### src/rtl/assert_macros.svh
// assertion macros of the edge blend mask block
// no dependencies; included by the top level only
`ifndef ASSERT_MACROS_SVH
`define ASSERT_MACROS_SVH
`ifndef SYNTHESIS
// same-cycle implication
`define ASSERT_IMPLY(label, clk, rst, ante, cons) \
  label: assert property (@(posedge clk) disable iff (rst) (ante) |-> (cons)) \
    else $error("assertion failed");
// next-cycle implication
`define ASSERT_NEXT(label, clk, rst, ante, cons) \
  label: assert property (@(posedge clk) disable iff (rst) (ante) |=> (cons)) \
    else $error("assertion failed");
`else
`define ASSERT_IMPLY(label, clk, rst, ante, cons)
`define ASSERT_NEXT(label, clk, rst, ante, cons)
`endif
`endif

### src/rtl/pbm_pkg.sv
// shared constants, codes and types of the projector edge blend mask block
// no dependencies; imported by every module of the block but pbm_ram
package pbm_pkg;

  localparam int MAX_BORDER = 256;
  localparam int MAX_RES    = 4096;

  localparam int PIX_W      = $clog2(MAX_RES);        // pixel coordinate
  localparam int RES_W      = $clog2(MAX_RES) + 1;    // resolution register
  localparam int RAMP_AW    = $clog2(MAX_BORDER);     // ramp table address
  localparam int BORDER_W   = $clog2(MAX_BORDER) + 1; // border register
  localparam int TILE_W     = 4;
  localparam int TILES_W    = 5;
  localparam int IDX_W      = 8;
  localparam int RAMP_W     = 16;
  localparam int REQ_W      = 2;
  localparam int MASK_W     = 8;
  localparam int CFG_IDX_W  = 3;
  localparam int CFG_DATA_W = RES_W;

  // factor in q1.16 so that a missing factor can stand as exactly 1.0
  localparam int FACTOR_W   = RAMP_W + 1;
  localparam logic [FACTOR_W-1:0] FACTOR_ONE = FACTOR_W'(1) << RAMP_W;
  localparam int NUM_FACTORS = 4;

  // product widths through the multiplier stages
  localparam int PAIR_W     = 2 * FACTOR_W;            // two factors
  localparam int PART_W     = PAIR_W + FACTOR_W;       // pair times half pair
  localparam int FULL_W     = 2 * PAIR_W;              // sum of partials
  localparam int SCALE_SHIFT = NUM_FACTORS * RAMP_W;   // q0.64 binary point
  localparam int P_W        = SCALE_SHIFT + 1;         // product is at most 1.0
  localparam int SCALED_W   = P_W + MASK_W;

  typedef enum logic [REQ_W-1:0] {
    REQ_PIXEL  = 2'd0,
    REQ_LOAD_X = 2'd1,
    REQ_LOAD_Y = 2'd2
  } req_t;

  typedef enum logic [CFG_IDX_W-1:0] {
    CFG_TILE_COL = 3'd0,
    CFG_TILE_ROW = 3'd1,
    CFG_TILES_X  = 3'd2,
    CFG_TILES_Y  = 3'd3,
    CFG_WIDTH    = 3'd4,
    CFG_HEIGHT   = 3'd5,
    CFG_BORDER_X = 3'd6,
    CFG_BORDER_Y = 3'd7
  } cfg_idx_t;

  typedef struct packed {
    logic [TILE_W-1:0]   tile_col;
    logic [TILE_W-1:0]   tile_row;
    logic [TILES_W-1:0]  tiles_x;
    logic [TILES_W-1:0]  tiles_y;
    logic [RES_W-1:0]    width;
    logic [RES_W-1:0]    height;
    logic [BORDER_W-1:0] border_x;
    logic [BORDER_W-1:0] border_y;
  } cfg_t;

  typedef logic [NUM_FACTORS-1:0][FACTOR_W-1:0] factors_t;

endpackage

### src/rtl/pbm_prod.sv
// multiplier pipeline and output register of the edge blend mask block
// depends on pbm_pkg
module pbm_prod (
  input  logic                       clk,
  input  logic                       rst,
  input  logic                       in_valid,
  output logic                       in_ready,
  input  pbm_pkg::factors_t          in_factor,
  output logic                       out_valid,
  input  logic                       out_ready,
  output logic [pbm_pkg::MASK_W-1:0] out_mask
);
  import pbm_pkg::*;

  logic              va, vb, vc;
  logic [PAIR_W-1:0] m01, m23;
  logic [PART_W-1:0] part_lo, part_hi;
  logic [P_W-1:0]    prod;

  logic free_a, free_b, free_c, free_d;
  assign free_d   = !out_valid || out_ready;
  assign free_c   = !vc || free_d;
  assign free_b   = !vb || free_c;
  assign free_a   = !va || free_b;
  assign in_ready = free_a;

  always_ff @(posedge clk) begin
    if (rst) begin
      va        <= 1'b0;
      vb        <= 1'b0;
      vc        <= 1'b0;
      out_valid <= 1'b0;
    end else begin
      if (free_a) begin
        va <= in_valid;
      end
      if (free_b) begin
        vb <= va;
      end
      if (free_c) begin
        vc <= vb;
      end
      if (free_d) begin
        out_valid <= vc;
      end
    end
  end

  logic [FULL_W-1:0]   sum_full;
  logic [SCALED_W-1:0] scaled;
  assign sum_full = {part_hi, {FACTOR_W{1'b0}}} + FULL_W'(part_lo);
  // times 255 as times 256 minus one
  assign scaled   = {prod, {MASK_W{1'b0}}} - SCALED_W'(prod);

  always_ff @(posedge clk) begin
    // pairs of factors
    if (free_a) begin
      m01 <= PAIR_W'(in_factor[0]) * PAIR_W'(in_factor[1]);
      m23 <= PAIR_W'(in_factor[2]) * PAIR_W'(in_factor[3]);
    end
    // second pair split in halves to keep each multiplier narrow
    if (free_b) begin
      part_lo <= PART_W'(m01) * PART_W'(m23[FACTOR_W-1:0]);
      part_hi <= PART_W'(m01) * PART_W'(m23[PAIR_W-1:FACTOR_W]);
    end
    if (free_c) begin
      prod <= sum_full[P_W-1:0];
    end
    if (free_d) begin
      out_mask <= scaled[SCALE_SHIFT +: MASK_W];
    end
  end

endmodule
### config.mk
export PLATFORM = sky130hd
export DESIGN_NAME = pbm_prod
export DESIGN_NICKNAME = d
export VERILOG_FILES = /design/src/rtl/assert_macros.svh /design/src/rtl/pbm_pkg.sv /design/src/rtl/pbm_prod.sv
export SDC_FILE = /design/constraint.sdc
export NUM_CORES = 2
export LEC_CHECK = 0
export BUFFER_PORTS_ARGS = -buffer_cell sky130_fd_sc_hd__buf_2
export CAP_MARGIN = 20
export CORE_MARGIN = 5
export CORE_UTILIZATION = 40
export DETAILED_ROUTE_END_ITERATION = 6
export SLEW_MARGIN = 5
export SYNTH_ARGS = -nofsm -noshare
export SYNTH_HDL_FRONTEND = slang
export SYNTH_SLANG_ARGS = --single-unit
### constraint.sdc
create_clock -name clk -period 8.35 [get_ports clk]
set_input_delay 0.4175 -clock clk [delete_from_list [all_inputs] [get_ports clk]]
set_output_delay 0.4175 -clock clk [all_outputs]
set_load 0.005 [all_outputs]
==> reports/metrics.csv <==
metric,value,unit
GR Overflow Total,0,
nature of the critical path endpoint,flip-flop,
simple-gate portion of the synthesized area,0.156,
worst-path fanout max,18,
Post-Synthesis Cell Area,65800,sq um
clock tree from TritonCTS,done,
flop and latch count out of synthesis,244,
Commonest cells post-synth,"sky130_fd_sc_hd__inv_1 (1718), sky130_fd_sc_hd__fa_1 (1405), sky130_fd_sc_hd__nand2_1 (1204), sky130_fd_sc_hd__and2_1 (642), sky130_fd_sc_hd__ha_1 (540)",
"Arr. time, crit path",8.14,ns
classification of the worst-slack hold path,in2reg,
setup repair after global routing missed its margin,no,
cell with the most instances after synthesis,sky130_fd_sc_hd__inv_1,
Final setup violation count,0,
total number of clock tree sinks,244,
level count of the clock H-tree,1,
unique cell type count in the Yosys netlist,74,
synthesized-area fraction occupied by xor and xnor cells,0.0254,
minimum setup slack after placement,0.673,ns
number of iterations in the first detailed-routing pass,5,
effective utilization at floorplan,0.403,
result of the run,"complete, no violations",
signed area change from the synthesized netlist to the final layout,5.86,%
sum of negative setup slack,0,ns
CP startpoint kind,flip-flop,
area share of fa/ha/maj cells after synthesis,0.530,
share of cell area taken by muxes after synthesis,0,
proportion of register bits with asynchronous set or reset after synthesis,0,
layout cell share with drive strength beyond 1,0.0383,
largest area contributor in the netlist,sky130_fd_sc_hd__fa_1,
met1 demand-to-capacity share in global routing,0.273,
routability congestion estimate,0.894,
drt drc,0,
root buffer selected by CTS,sky130_fd_sc_hd__clkbuf_16,
busiest metal layer after global routing,met2,
critical path class,reg2reg,
global-route total usage across every layer,0.202,
"CTS clk-pin slew, worst paths",0.06,ns
Max transition margin,0.279,
upper clock frequency limit,128,MHz
overall via count from detail_route,47100,
largest cells by area after synthesis,"sky130_fd_sc_hd__fa_1 (43%), sky130_fd_sc_hd__edfxtp_1 (11%), sky130_fd_sc_hd__ha_1 (10%), sky130_fd_sc_hd__inv_1 (9.8%), sky130_fd_sc_hd__nand2_1 (6.9%)",
slew at the pin closest to its max-slew limit,1.08,ns
FILL cells,16000,
drt via density,5.06,
area of the core region,163000,sq um
count of pins over their slew limit,0,
hold depth,4,
ports placed on the boundary,82,
number of buffers inserted during clock tree synthesis,31,
post-layout net count,9119,
Fin. Hold Viols,0,
post-synth net total,9219,
"Worst Setup Slack, final",0.556,ns
final critical-path required period,7.79,ns
Worst Clk Skew,0.0496,ns
die boundary height,416,microns
post-detail-place hpwl,141,mm
die area,173000,sq um
via count of the first global-routing pass,50800,
count of yosys warnings during synthesis,0,
count of maximum capacitance violations,0,
maximum clock insertion buffer count,3,
Synth Area in Compound Gates,0.0607,
number of port buffers,81,
met2 demand-to-capacity share in global routing,0.336,
global-route wire length before repair,279,mm
worst reg-to-reg setup slack,0.56,ns
number of placement rows,148,
pin count of the biggest net entering global routing,79,
synthesized netlist cell count,7202,
final routed wire length divided by cell count,18.6,microns
number of enable-type register cells in the synthesized netlist,240,
FF-to-FF path depth,22,
remaining antenna violation count,0,
Horiz. Die Dim,416,microns
syn avg cell area,9.13,sq um
clock latency on the worst-skew pair,0.64,ns
share of the yosys chip area belonging to registers,0.111,
flip-flop cell with the highest count after synthesis,sky130_fd_sc_hd__edfxtp_1,
required time of the worst setup path,8.69,ns
final WL,173,mm
proportion of netlist area held by the largest area contributor,0.428,
met3 usage in global routing,0.0403,
initial drt markers,2946,
final cycle utilization of the critical path,0.933,
number of post-CTS setup repair buffers,0,
largest family of logic cells by synthesized area,adder cells,
number of antenna violations at the first check in global routing,2,
routing by layer:
metal	wire (microns)	up-vias
met2	81300	1438
li1	-	21200
met1	74100	24200
met5	0	-
met4	4750	0
met3	13100	264
through the flow:
step / instance area (sq um) / util / instances / hold slack [ns]
after floorplan: 65800 / - / 7202 / 0.400
after global placement: 68500 / 0.420 / 9240 / 0.408
after detailed placement: 68500 / 0.420 / 9240 / 0.405
after CTS: 69600 / 0.427 / 9298 / 0.108
after global routing: 69600 / 0.427 / 9301 / 0.158
final: 69600 / 0.427 / 9302 / 0.150
cell families (layout without fill, tap and decap cells):
logic type	after synthesis	in the layout
compound gates	608	608
xor+xnor	191	191
fa+ha+maj	1945	1945
buf+inv	2044	1967
flops	244	244
other cells	0	2
simple gates	2170	2170
cells in the final DEF, fill, tap and decap left out, types with 5 or more instances in the layout:
| master | instances |
|---|---|
| sky130_fd_sc_hd__o211ai_1 | 16 |
| sky130_fd_sc_hd__a31oi_1 | 20 |
| sky130_fd_sc_hd__o21bai_1 | 27 |
| sky130_fd_sc_hd__xnor2_1 | 134 |
| sky130_fd_sc_hd__a21oi_1 | 186 |
| sky130_fd_sc_hd__or2_2 | 7 |
| sky130_fd_sc_hd__a31o_2 | 7 |
| sky130_fd_sc_hd__a21o_1 | 109 |
| sky130_fd_sc_hd__a211oi_1 | 25 |
| sky130_fd_sc_hd__inv_1 | 1717 |
| sky130_fd_sc_hd__edfxtp_1 | 240 |
| sky130_fd_sc_hd__nor3_1 | 31 |
| sky130_fd_sc_hd__nor4_1 | 8 |
| sky130_fd_sc_hd__nor2_1 | 110 |
| sky130_fd_sc_hd__nand4_1 | 26 |
| sky130_fd_sc_hd__and2_1 | 642 |
| sky130_fd_sc_hd__and4_1 | 10 |
| sky130_fd_sc_hd__buf_4 | 105 |
| sky130_fd_sc_hd__a211o_1 | 7 |
| sky130_fd_sc_hd__and3_1 | 23 |
| sky130_fd_sc_hd__nand2b_1 | 21 |
| sky130_fd_sc_hd__xor2_1 | 57 |
| sky130_fd_sc_hd__o31ai_1 | 11 |
| sky130_fd_sc_hd__o21a_1 | 34 |
| sky130_fd_sc_hd__clkbuf_16 | 31 |
| sky130_fd_sc_hd__o21ai_0 | 100 |
| sky130_fd_sc_hd__o31a_1 | 10 |
| sky130_fd_sc_hd__nor2b_1 | 27 |
| sky130_fd_sc_hd__nand3_1 | 38 |
| sky130_fd_sc_hd__ha_1 | 540 |
| sky130_fd_sc_hd__a221oi_1 | 6 |
| sky130_fd_sc_hd__clkinv_2 | 5 |
| sky130_fd_sc_hd__fa_1 | 1405 |
| sky130_fd_sc_hd__nand2_1 | 1202 |
| sky130_fd_sc_hd__buf_2 | 81 |
| sky130_fd_sc_hd__or3_1 | 7 |
critical path, cell delays in order (launching register included):
cell and delay [ns]:
sky130_fd_sc_hd__edfxtp_1 0.91, sky130_fd_sc_hd__buf_4 0.41, sky130_fd_sc_hd__nand2_1 0.13, sky130_fd_sc_hd__fa_1 0.51, sky130_fd_sc_hd__fa_1 0.53, sky130_fd_sc_hd__fa_1 0.56, sky130_fd_sc_hd__inv_1 0.05, sky130_fd_sc_hd__fa_1 0.49
sky130_fd_sc_hd__fa_1 0.50, sky130_fd_sc_hd__inv_1 0.05, sky130_fd_sc_hd__fa_1 0.47, sky130_fd_sc_hd__inv_1 0.04, sky130_fd_sc_hd__ha_1 0.37, sky130_fd_sc_hd__a21o_1 0.23, sky130_fd_sc_hd__a21o_1 0.18, sky130_fd_sc_hd__a21oi_1 0.19
sky130_fd_sc_hd__o21ai_0 0.19, sky130_fd_sc_hd__nor3b_1 0.41, sky130_fd_sc_hd__o311ai_0 0.37, sky130_fd_sc_hd__o211ai_1 0.27, sky130_fd_sc_hd__o22ai_1 0.16, sky130_fd_sc_hd__a221oi_1 0.33, sky130_fd_sc_hd__xnor2_1 0.12
sequential cells by signal, summed over array words and instances, names as in the netlist:
name,cells
vb,1
prod,65
part_lo,51
out_mask,8
m01,34
vc,1
m23,34
out_valid,1
part_hi,48
va,1
final cells by class:
type | count | area, sq um | share of cell area
multi-input cells | 4914 | 50800 | 0.730
well taps | 2175 | 2720 | 0.0391
clock buffers | 34 | 787 | 0.0113
inverters | 1718 | 6450 | 0.0926
flip-flops and latches | 244 | 7290 | 0.105
repair buffers | 193 | 1300 | 0.0187
diodes | 2 | 5.00 | 0.0000719
clock inverters | 22 | 251 | 0.00361
worst paths after layout:
check / to / start
max: part_hi[41] / m01[17]
min: out_valid / out_ready
max reg2reg: part_hi[41] / m01[17]
min reg2reg: prod[0] / part_lo[0]
timing repair:
action                    in CTS  in global routing
resized for setup              0                  0
hold buffers                   2                  0
hold endpoints to repair       4                  0
Power is left out: the tool's default activity adds up to more than one toggle a clock period on the data nets, which glitch-free logic cannot reach.
