===== src/rtl/assert_macros.svh =====
// assertion macros of the edge blend mask block
// no dependencies; included by the top level only
`ifndef ASSERT_MACROS_SVH
`define ASSERT_MACROS_SVH
`ifndef SYNTHESIS
// same-cycle implication
`define ASSERT_IMPLY(label, clk, rst, ante, cons) \
  label: assert property (@(posedge clk) disable iff (rst) (ante) |-> (cons)) \
    else $error("assertion failed");
// next-cycle implication
`define ASSERT_NEXT(label, clk, rst, ante, cons) \
  label: assert property (@(posedge clk) disable iff (rst) (ante) |=> (cons)) \
    else $error("assertion failed");
`else
`define ASSERT_IMPLY(label, clk, rst, ante, cons)
`define ASSERT_NEXT(label, clk, rst, ante, cons)
`endif
`endif


===== src/rtl/pbm_pkg.sv =====
// shared constants, codes and types of the projector edge blend mask block
// no dependencies; imported by every module of the block but pbm_ram
package pbm_pkg;

  localparam int MAX_BORDER = 256;
  localparam int MAX_RES    = 4096;

  localparam int PIX_W      = $clog2(MAX_RES);        // pixel coordinate
  localparam int RES_W      = $clog2(MAX_RES) + 1;    // resolution register
  localparam int RAMP_AW    = $clog2(MAX_BORDER);     // ramp table address
  localparam int BORDER_W   = $clog2(MAX_BORDER) + 1; // border register
  localparam int TILE_W     = 4;
  localparam int TILES_W    = 5;
  localparam int IDX_W      = 8;
  localparam int RAMP_W     = 16;
  localparam int REQ_W      = 2;
  localparam int MASK_W     = 8;
  localparam int CFG_IDX_W  = 3;
  localparam int CFG_DATA_W = RES_W;

  // factor in q1.16 so that a missing factor can stand as exactly 1.0
  localparam int FACTOR_W   = RAMP_W + 1;
  localparam logic [FACTOR_W-1:0] FACTOR_ONE = FACTOR_W'(1) << RAMP_W;
  localparam int NUM_FACTORS = 4;

  // product widths through the multiplier stages
  localparam int PAIR_W     = 2 * FACTOR_W;            // two factors
  localparam int PART_W     = PAIR_W + FACTOR_W;       // pair times half pair
  localparam int FULL_W     = 2 * PAIR_W;              // sum of partials
  localparam int SCALE_SHIFT = NUM_FACTORS * RAMP_W;   // q0.64 binary point
  localparam int P_W        = SCALE_SHIFT + 1;         // product is at most 1.0
  localparam int SCALED_W   = P_W + MASK_W;

  typedef enum logic [REQ_W-1:0] {
    REQ_PIXEL  = 2'd0,
    REQ_LOAD_X = 2'd1,
    REQ_LOAD_Y = 2'd2
  } req_t;

  typedef enum logic [CFG_IDX_W-1:0] {
    CFG_TILE_COL = 3'd0,
    CFG_TILE_ROW = 3'd1,
    CFG_TILES_X  = 3'd2,
    CFG_TILES_Y  = 3'd3,
    CFG_WIDTH    = 3'd4,
    CFG_HEIGHT   = 3'd5,
    CFG_BORDER_X = 3'd6,
    CFG_BORDER_Y = 3'd7
  } cfg_idx_t;

  typedef struct packed {
    logic [TILE_W-1:0]   tile_col;
    logic [TILE_W-1:0]   tile_row;
    logic [TILES_W-1:0]  tiles_x;
    logic [TILES_W-1:0]  tiles_y;
    logic [RES_W-1:0]    width;
    logic [RES_W-1:0]    height;
    logic [BORDER_W-1:0] border_x;
    logic [BORDER_W-1:0] border_y;
  } cfg_t;

  typedef logic [NUM_FACTORS-1:0][FACTOR_W-1:0] factors_t;

endpackage


===== src/rtl/pbm_cfg.sv =====
// configuration register file of the edge blend mask block
// depends on pbm_pkg
module pbm_cfg (
  input  logic                           clk,
  input  logic                           rst,
  input  logic                           cfg_valid,
  output logic                           cfg_ready,
  input  logic [pbm_pkg::CFG_IDX_W-1:0]  cfg_index,
  input  logic [pbm_pkg::CFG_DATA_W-1:0] cfg_data,
  output pbm_pkg::cfg_t                  cfg
);
  import pbm_pkg::*;

  assign cfg_ready = 1'b1;

  always_ff @(posedge clk) begin
    if (rst) begin
      cfg.tile_col <= '0;
      cfg.tile_row <= '0;
      cfg.tiles_x  <= TILES_W'(1);
      cfg.tiles_y  <= TILES_W'(1);
      cfg.width    <= RES_W'(1024);
      cfg.height   <= RES_W'(768);
      cfg.border_x <= '0;
      cfg.border_y <= '0;
    end else if (cfg_valid) begin
      case (cfg_idx_t'(cfg_index))
        CFG_TILE_COL: cfg.tile_col <= cfg_data[TILE_W-1:0];
        CFG_TILE_ROW: cfg.tile_row <= cfg_data[TILE_W-1:0];
        CFG_TILES_X:  cfg.tiles_x  <= cfg_data[TILES_W-1:0];
        CFG_TILES_Y:  cfg.tiles_y  <= cfg_data[TILES_W-1:0];
        CFG_WIDTH:    cfg.width    <= cfg_data[RES_W-1:0];
        CFG_HEIGHT:   cfg.height   <= cfg_data[RES_W-1:0];
        CFG_BORDER_X: cfg.border_x <= cfg_data[BORDER_W-1:0];
        CFG_BORDER_Y: cfg.border_y <= cfg_data[BORDER_W-1:0];
        default: ;
      endcase
    end
  end

endmodule


===== config.mk =====
export PLATFORM = sky130hd
export DESIGN_NAME = pbm_cfg
export DESIGN_NICKNAME = d
export VERILOG_FILES = /design/src/rtl/assert_macros.svh /design/src/rtl/pbm_pkg.sv /design/src/rtl/pbm_cfg.sv
export SDC_FILE = /design/constraint.sdc
export NUM_CORES = 1
export LEC_CHECK = 0
export ABC_AREA = 1
export BUFFER_PORTS_ARGS = -buffer_cell sky130_fd_sc_hd__buf_2
export CAP_MARGIN = 0
export CORE_MARGIN = 10
export CORE_UTILIZATION = 30
export CTS_CLUSTER_DIAMETER = 60
export CTS_CLUSTER_SIZE = 14
export DETAILED_ROUTE_END_ITERATION = 8
export HOLD_SLACK_MARGIN = 0.05
export SLEW_MARGIN = 30
export SYNTH_ARGS = -nofsm -noshare
export SYNTH_HDL_FRONTEND = slang
export SYNTH_SLANG_ARGS = --single-unit

===== constraint.sdc =====
create_clock -name clk -period 1.93 [get_ports clk]
set_input_delay 0.0965 -clock clk [delete_from_list [all_inputs] [get_ports clk]]
set_output_delay 0.0965 -clock clk [all_outputs]
set_load 0.03 [all_outputs]

==> metrics.md, run 1 <==
| Metric | Value |
|---|---|
| # resized after CTS | `0` |
| DR vias/cell | `4.382` |
| Worst Hold Depth | `5` |
| Hold Startpoint | `cfg_data[12]` |
| GRT Total Usage | `11.74%` |
| Tcrit/Tclk final | `53.20%` |
| CP peak stage delay | `530 ps` |
| Longest Clk Path Bufs | `2` |
| Most frequent cell after synthesis | `nor2_1` |
| DRC viols | `0` |
| Final Max Slew Viols | `0` |
| Nets@finish | `460` |
| Worst reg2reg setup slack | `1350 ps` |
| Synthesis warning total | `0` |
| Required @ worst endpoint | `2160 ps` |
| Number of global-route vias before repair | `2318` |
| Area leader, netlist | `dfxtp_1` |
| Power per cell area | `852.8 mW/mm²` |
| Worst setup SP type | `primary input` |
| Mean Syn Cell Area | `7.061 µm²` |
| Cts bufs inserted | `9` |
| Max reg flops | `62` |
| Post-synth EDFFs | `0` |
| H-tree Lvls | `3` |
| Crit-path cells | `dlygate4sd3_1 > buf_2 > inv_1 > nand3_1 > nand2_1 > nor2_1` |
| Via count | `2410` |
| Setup bufs post-CTS | `0` |
| RSZ-0062 raised after global routing | `no` |
| Post-CTS Hold Fix Bufs | `4` |
| Pint | `1.964 mW` |
| Reg2reg end | `cfg[31]` |
| Clk pin slew, worst setup/hold paths | `60 ps` |
| DRT Wirelength | `7453 µm` |
| Highest-delay cell along the critical path | `dlygate4sd3_1` |
| Minimum clock period | `1027 ps` |
| Fraction of registers with async set/reset | `0%` |
| Clk root buf | `clkbuf_8` |
| Worst r2r src | `cfg[31]` |
| Hpwl dp | `5536 µm` |
| Leak | `1.589 nW` |
| CTS sink cnt | `62` |
| Max-cap violation count | `0` |
| Initial antenna violation count | `0` |
| Worst Hold Class | `in2reg` |
| Fill cells | `909` |
| Area growth syn-to-layout | `25.40%` |
| Post-Synth XOR/XNOR Area | `0%` |
| Top post-synthesis cells by count | `116 x nor2_1, 79 x nand2_1, 62 x dfxtp_1` |
| Hold Path Sink | `cfg[43]` |
| Switching power total | `0.7694 mW` |
| Worst path bufs/invs | `3` |
| FMAX | `974.0 MHz` |
| Relative slew margins | `60.19%` |
| Multiplexer share of the synthesized area | `0%` |
| Sequential share of the synthesized area | `48.56%` |
| Synth cell types | `19` |
| Overall Power | `2.734 mW` |
| Max FO, Critical Path | `6` |
| Switching fraction of total power | `28.15%` |
| CTS tree | `done` |
| Final setup TNS | `0 ps` |
| Setup ws final | `903.3 ps` |
| Dominant cells by area after synthesis | `dfxtp_1 49%, nor2_1 17%, nand2_1 12%` |
| CP top delay family | `buffers and inverters` |
| Worst reg2reg path depth | `2` |
| Core footprint | `0.008258 mm²` |
| Ratio of cells with drive above 1 in the final layout | `24.72%` |
| Kind of critical path | `in2reg` |
| IO Pins | `82` |
| Mapped Cells | `362` |
| Place WS | `654.4 ps` |
| WP data arrival | `1260 ps` |
| Row cnt | `33` |
| Syn Std Cell Area | `0.002556 mm²` |
| Routed Antenna Nets | `0` |
| Die ar. | `0.01261 mm²` |
| First-pass GRT wire length | `12010 µm` |
| Die Y | `112.3 µm` |
| Seq cells post-synth | `62` |
| Largest family of logic cells by synthesized area | `simple AND/OR/NAND/NOR gates` |
| Clock share of power | `36.7%` |
| Number of I/O port buffers | `80` |
| Yosys top cell area share | `48.56%` |
| Worst-margin pin slew | `596.6 ps` |
| Final Wtd Congestion | `0.7558` |
| Fin Clk Skew | `0 ps` |
| 1st-pass router iterations | `4` |
| N_diodes | `0` |
| GRT overflow | `0` |
| Simple-Gate Fraction of Synth Area | `43.81%` |
| Mapped Nets | `381` |
| Comb power frac | `14.1%` |
| Biggest register | `cfg` |
| Initial Util | `30.95%` |
| Die width | `112.3 µm` |
| Sequential share of power | `49.3%` |
| Routed len/inst | `13.55 µm` |
| Setup crit end kind | `flip-flop` |
| Compound-Gate Fraction of Synth Area | `0.3916%` |
| Synth Flop Type | `dfxtp_1` |
| Synth Area in Adders | `0%` |
| Setup crit start | `cfg_data[0]` |
| Status | `finished clean` |
| Setup violators final | `0` |
| Largest net degree at the start of global routing | `35` |
| Clock latency on the worst-skew pair | `330 ps` |
| Worst VDD drop | `321.0 µV` |
| Biggest regs | `cfg x62` |
| Initial drt markers | `123` |
| Hold Fails Final Rpt | `0` |
tightest hold or removal path, cell delays in order:
cell and delay, ps:
buf_2 70, inv_1 50, nand3_1 80, nand2_1 50, nor2_1 70
cells in the final DEF, fill, tap and decap left out:
cell             n
buf_12           1
inv_2            4
nor2_4           4
clkinv_2         1
dlygate4sd3_1    4
nand3b_1         1
inv_1           15
nor2_8           1
nor2_2           5
nand2_4          1
o21ai_0          2
nor2_1         116
nand2_2          2
clkbuf_1         3
buf_2           80
nand2_1         79
dfxtp_1         62
nand3_1         52
conb_1           1
clkbuf_8        11
metal layers:
| metal | up-vias | share of wire, % | global-route usage (%) |
|---|---|---|---|
| met5 | - | 0 | 0 |
| met1 | 1067 | 44 | 14.10 |
| met3 | 10 | 8.3 | 4.366 |
| met4 | 0 | 1.2 | 4.822 |
| met2 | 60 | 46 | 18.50 |
| li1 | 1273 | - | - |
worst max-delay path by stage:
stage | to | cells after the start
4_1_cts | cfg[30] | 1
2_1_floorplan | cfg[10] | 6
5_1_grt | cfg[58] | 6
6_report | cfg[58] | 6
3_3_place_gp | cfg[26] | 6
3_5_place_dp | cfg[26] | 6
cell type report:
cell class                      instances  area (µm²)  area share, %
Sequential cell                        62        1241          38.72
Timing Repair Buffer                   85       460.4          14.36
Tap cell                              105       131.4          4.098
Multi-Input combinational cell        264        1134          35.36
Inverter                               19       71.32          2.225
Clock inverter                          1       5.005         0.1561
Clock buffer                           14       162.7          5.074
power groups by stage:
stage	clock, mW	sequential (mW)	combinational, mW
after floorplan	0	1.46	0.183
after global placement	0	1.37	0.381
after detailed placement	0	1.38	0.385
after CTS	1.03	1.35	0.392
after global routing	1.09	1.35	0.429
final	1.00	1.35	0.385
through the flow:
stage          instances  util, %  hold WS (ps)  area (µm²)
5_1_grt              550    38.82         127.8        3206
2_1_floorplan        362        -         209.7        2556
3_3_place_gp         531    36.30         328.2        2998
6_report             550    38.82         112.1        3206
4_1_cts              550    38.82         98.93        3206
3_5_place_dp         531    36.30         328.6        2998
cell families (layout without fill, tap and decap cells):
logic type	Yosys count	count (layout)
and+or+nand+nor	261	261
DFF	62	62
buffers and inverters	36	119
AOI/OAI and AO/OA	2	2
other	1	1
(Power assumes the default switching activity.)
==> run 2: changes to the inputs <==
==> constraint.sdc (replaced) <==
create_clock -name clk -period 0.9 [get_ports clk]
set_input_delay 0.045 -clock clk [delete_from_list [all_inputs] [get_ports clk]]
set_output_delay 0.045 -clock clk [all_outputs]
set_load 0.03 [all_outputs]
==> metrics.md, run 2 (same netlist as run 1, synthesis figures left out) <==
| Metric | Value |
|---|---|
| Status | `finished clean` |
| FMAX | `1143 MHz` |
| Sequential share of power | `42.5%` |
| Clock share of power | `42.0%` |
| Crit-path cells | `buf_6` |
| Place WS | `-152.0 ps` |
| Row cnt | `33` |
| IO Pins | `82` |
| Routed Antenna Nets | `0` |
| Die Y | `112.3 µm` |
| Tcrit/Tclk final | `97.23%` |
| Worst Hold Depth | `5` |
| Worst setup SP type | `flip-flop` |
| Sequential cell area | `0.001316 mm²` |
| Number of I/O port buffers | `80` |
| Most frequent cells in the layout | `116 x nor2_1, 79 x nand2_1, 62 x buf_6` |
| First-pass GRT wire length | `12700 µm` |
| Wire length on met2 | `3739 µm` |
| Hold Path Sink | `cfg[6]` |
| CTS tree | `done` |
| Final setup TNS | `0 ps` |
| Overall Power | `6.883 mW` |
| DR top layer | `met4` |
| Clk pin slew, worst setup/hold paths | `70 ps` |
| Die ar. | `0.01261 mm²` |
| Final Wtd Congestion | `0.7749` |
| Worst path bufs/invs | `1` |
| Setup ws final | `24.97 ps` |
| CP top delay family | `flip-flops` |
| Core footprint | `0.008258 mm²` |
| Hold Fails Final Rpt | `0` |
| Highest-delay cell along the critical path | `dfxtp_2` |
| Comb power frac | `15.5%` |
| Worst reg2reg setup slack | `210 ps` |
| Nets@finish | `481` |
| Fin Clk Skew | `0 ps` |
| Initial drt markers | `111` |
| Placed Cells | `546` |
| Setup violators final | `0` |
| Worst reg2reg path depth | `3` |
| Die width | `112.3 µm` |
| Initial Util | `30.95%` |
| Power per cell area | `1719 mW/mm²` |
| Area growth syn-to-layout | `56.68%` |
| Final Max Slew Viols | `0` |
| Biggest register | `cfg` |
| Via count | `2573` |
| 1st-pass router iterations | `4` |
| Final core occ | `48.50%` |
| Multi-input gate area | `0.001134 mm²` |
| Fill cells | `831` |
| Worst hold slack | `95.79 ps` |
| WP data arrival | `830 ps` |
| Max-cap violation count | `0` |
| H-tree Lvls | `3` |
| Clock latency on the worst-skew pair | `340 ps` |
| RSZ-0062 raised after global routing | `yes` |
| Biggest regs | `cfg x62` |
| Worst r2r src | `cfg[13]` |
| GRT overflow | `0` |
| Switching power total | `1.792 mW` |
| Placed cell area | `0.003211 mm²` |
| Hpwl dp | `5654 µm` |
| Number of global-route vias before repair | `2498` |
| Wire length on met3 | `630 µm` |
| Routed len/inst | `13.87 µm` |
| DR vias/cell | `4.498` |
| Max FO, Critical Path | `2` |
| DRT Wirelength | `7933 µm` |
| Longest Clk Path Bufs | `2` |
| N_diodes | `0` |
| CTS sink cnt | `62` |
| Non-Filler Instances | `572` |
| Required @ worst endpoint | `850 ps` |
| Worst Hold Class | `in2reg` |
| GRT Total Usage | `12.35%` |
| Max reg flops | `62` |
| Clk root buf | `clkbuf_8` |
| Kind of critical path | `reg2out` |
| Most common cell after layout, fill and taps aside | `nor2_1` |
| Cts bufs inserted | `9` |
| Leak | `1.836 nW` |
| Initial antenna violation count | `0` |
| Final Instance Area | `0.004005 mm²` |
| Met1 wire length | `3397 µm` |
| DRC viols | `0` |
| Ratio of cells with drive above 1 in the final layout | `40.47%` |
| CP peak stage delay | `350 ps` |
| Worst VDD drop | `667.4 µV` |
| Pint | `5.090 mW` |
| Largest net degree at the start of global routing | `29` |
| Reg2reg end | `cfg[13]` |
| Hold Startpoint | `cfg_data[6]` |
| Setup crit end kind | `primary output` |
| Switching fraction of total power | `26.04%` |
| Minimum clock period | `875.0 ps` |
==> run 2: power by group through the flow <==
stage               Combinational [mW]  Clock [mW]  Sequential [mW]
floorplan                        0.391           0             3.14
global placement                 0.918           0             2.95
global route                      1.16        3.07             2.94
finish                            1.06        2.89             2.93
CTS                               1.06        2.95             2.92
detailed placement               0.928           0             2.95
==> run 2: worst max path at each step <==
stage                 start  endpoint  slack, ps  depth (start not counted)
2_1_floorplan  cfg_index[2]   cfg[10]        120                          6
3_3_place_gp   cfg_index[2]   cfg[18]       -100                          6
3_5_place_dp   cfg_index[2]   cfg[23]       -150                          6
4_1_cts             cfg[59]   cfg[59]       0.04                          1
5_1_grt             cfg[33]   cfg[33]        -10                          1
6_report            cfg[40]   cfg[40]         20                          1
==> run 2: worst min-delay path, stage by stage <==
cell     delay [ps]
buf_2            70
inv_1            90
nand2_1          90
nand2_1          40
nor2_1           70
==> run 2: cell type report <==
cell class	count	share of cell area, %
flip-flops and latches	62	32.86
multi-input cells	264	28.30
clock inverters	3	1.624
clock buffers	13	4.217
repair buffers	106	27.93
inverters	19	1.781
well taps	105	3.280
==> run 2: repair_timing <==
action / 4_1_cts / 5_1_grt
buffers inserted: 0 / 1
endpoints found under the setup margin: 62 / 25
resized for setup: 158 / 26
endpoints found under the hold margin: 13 / 3
hold buffers: 7 / 3
==> run 2: layer usage <==
layer  vias up  global-route usage [%]
met3        19                   4.633
met2        83                   19.70
met1      1157                   14.34
li1       1314                       -
met5         -                       0
met4         0                   5.753
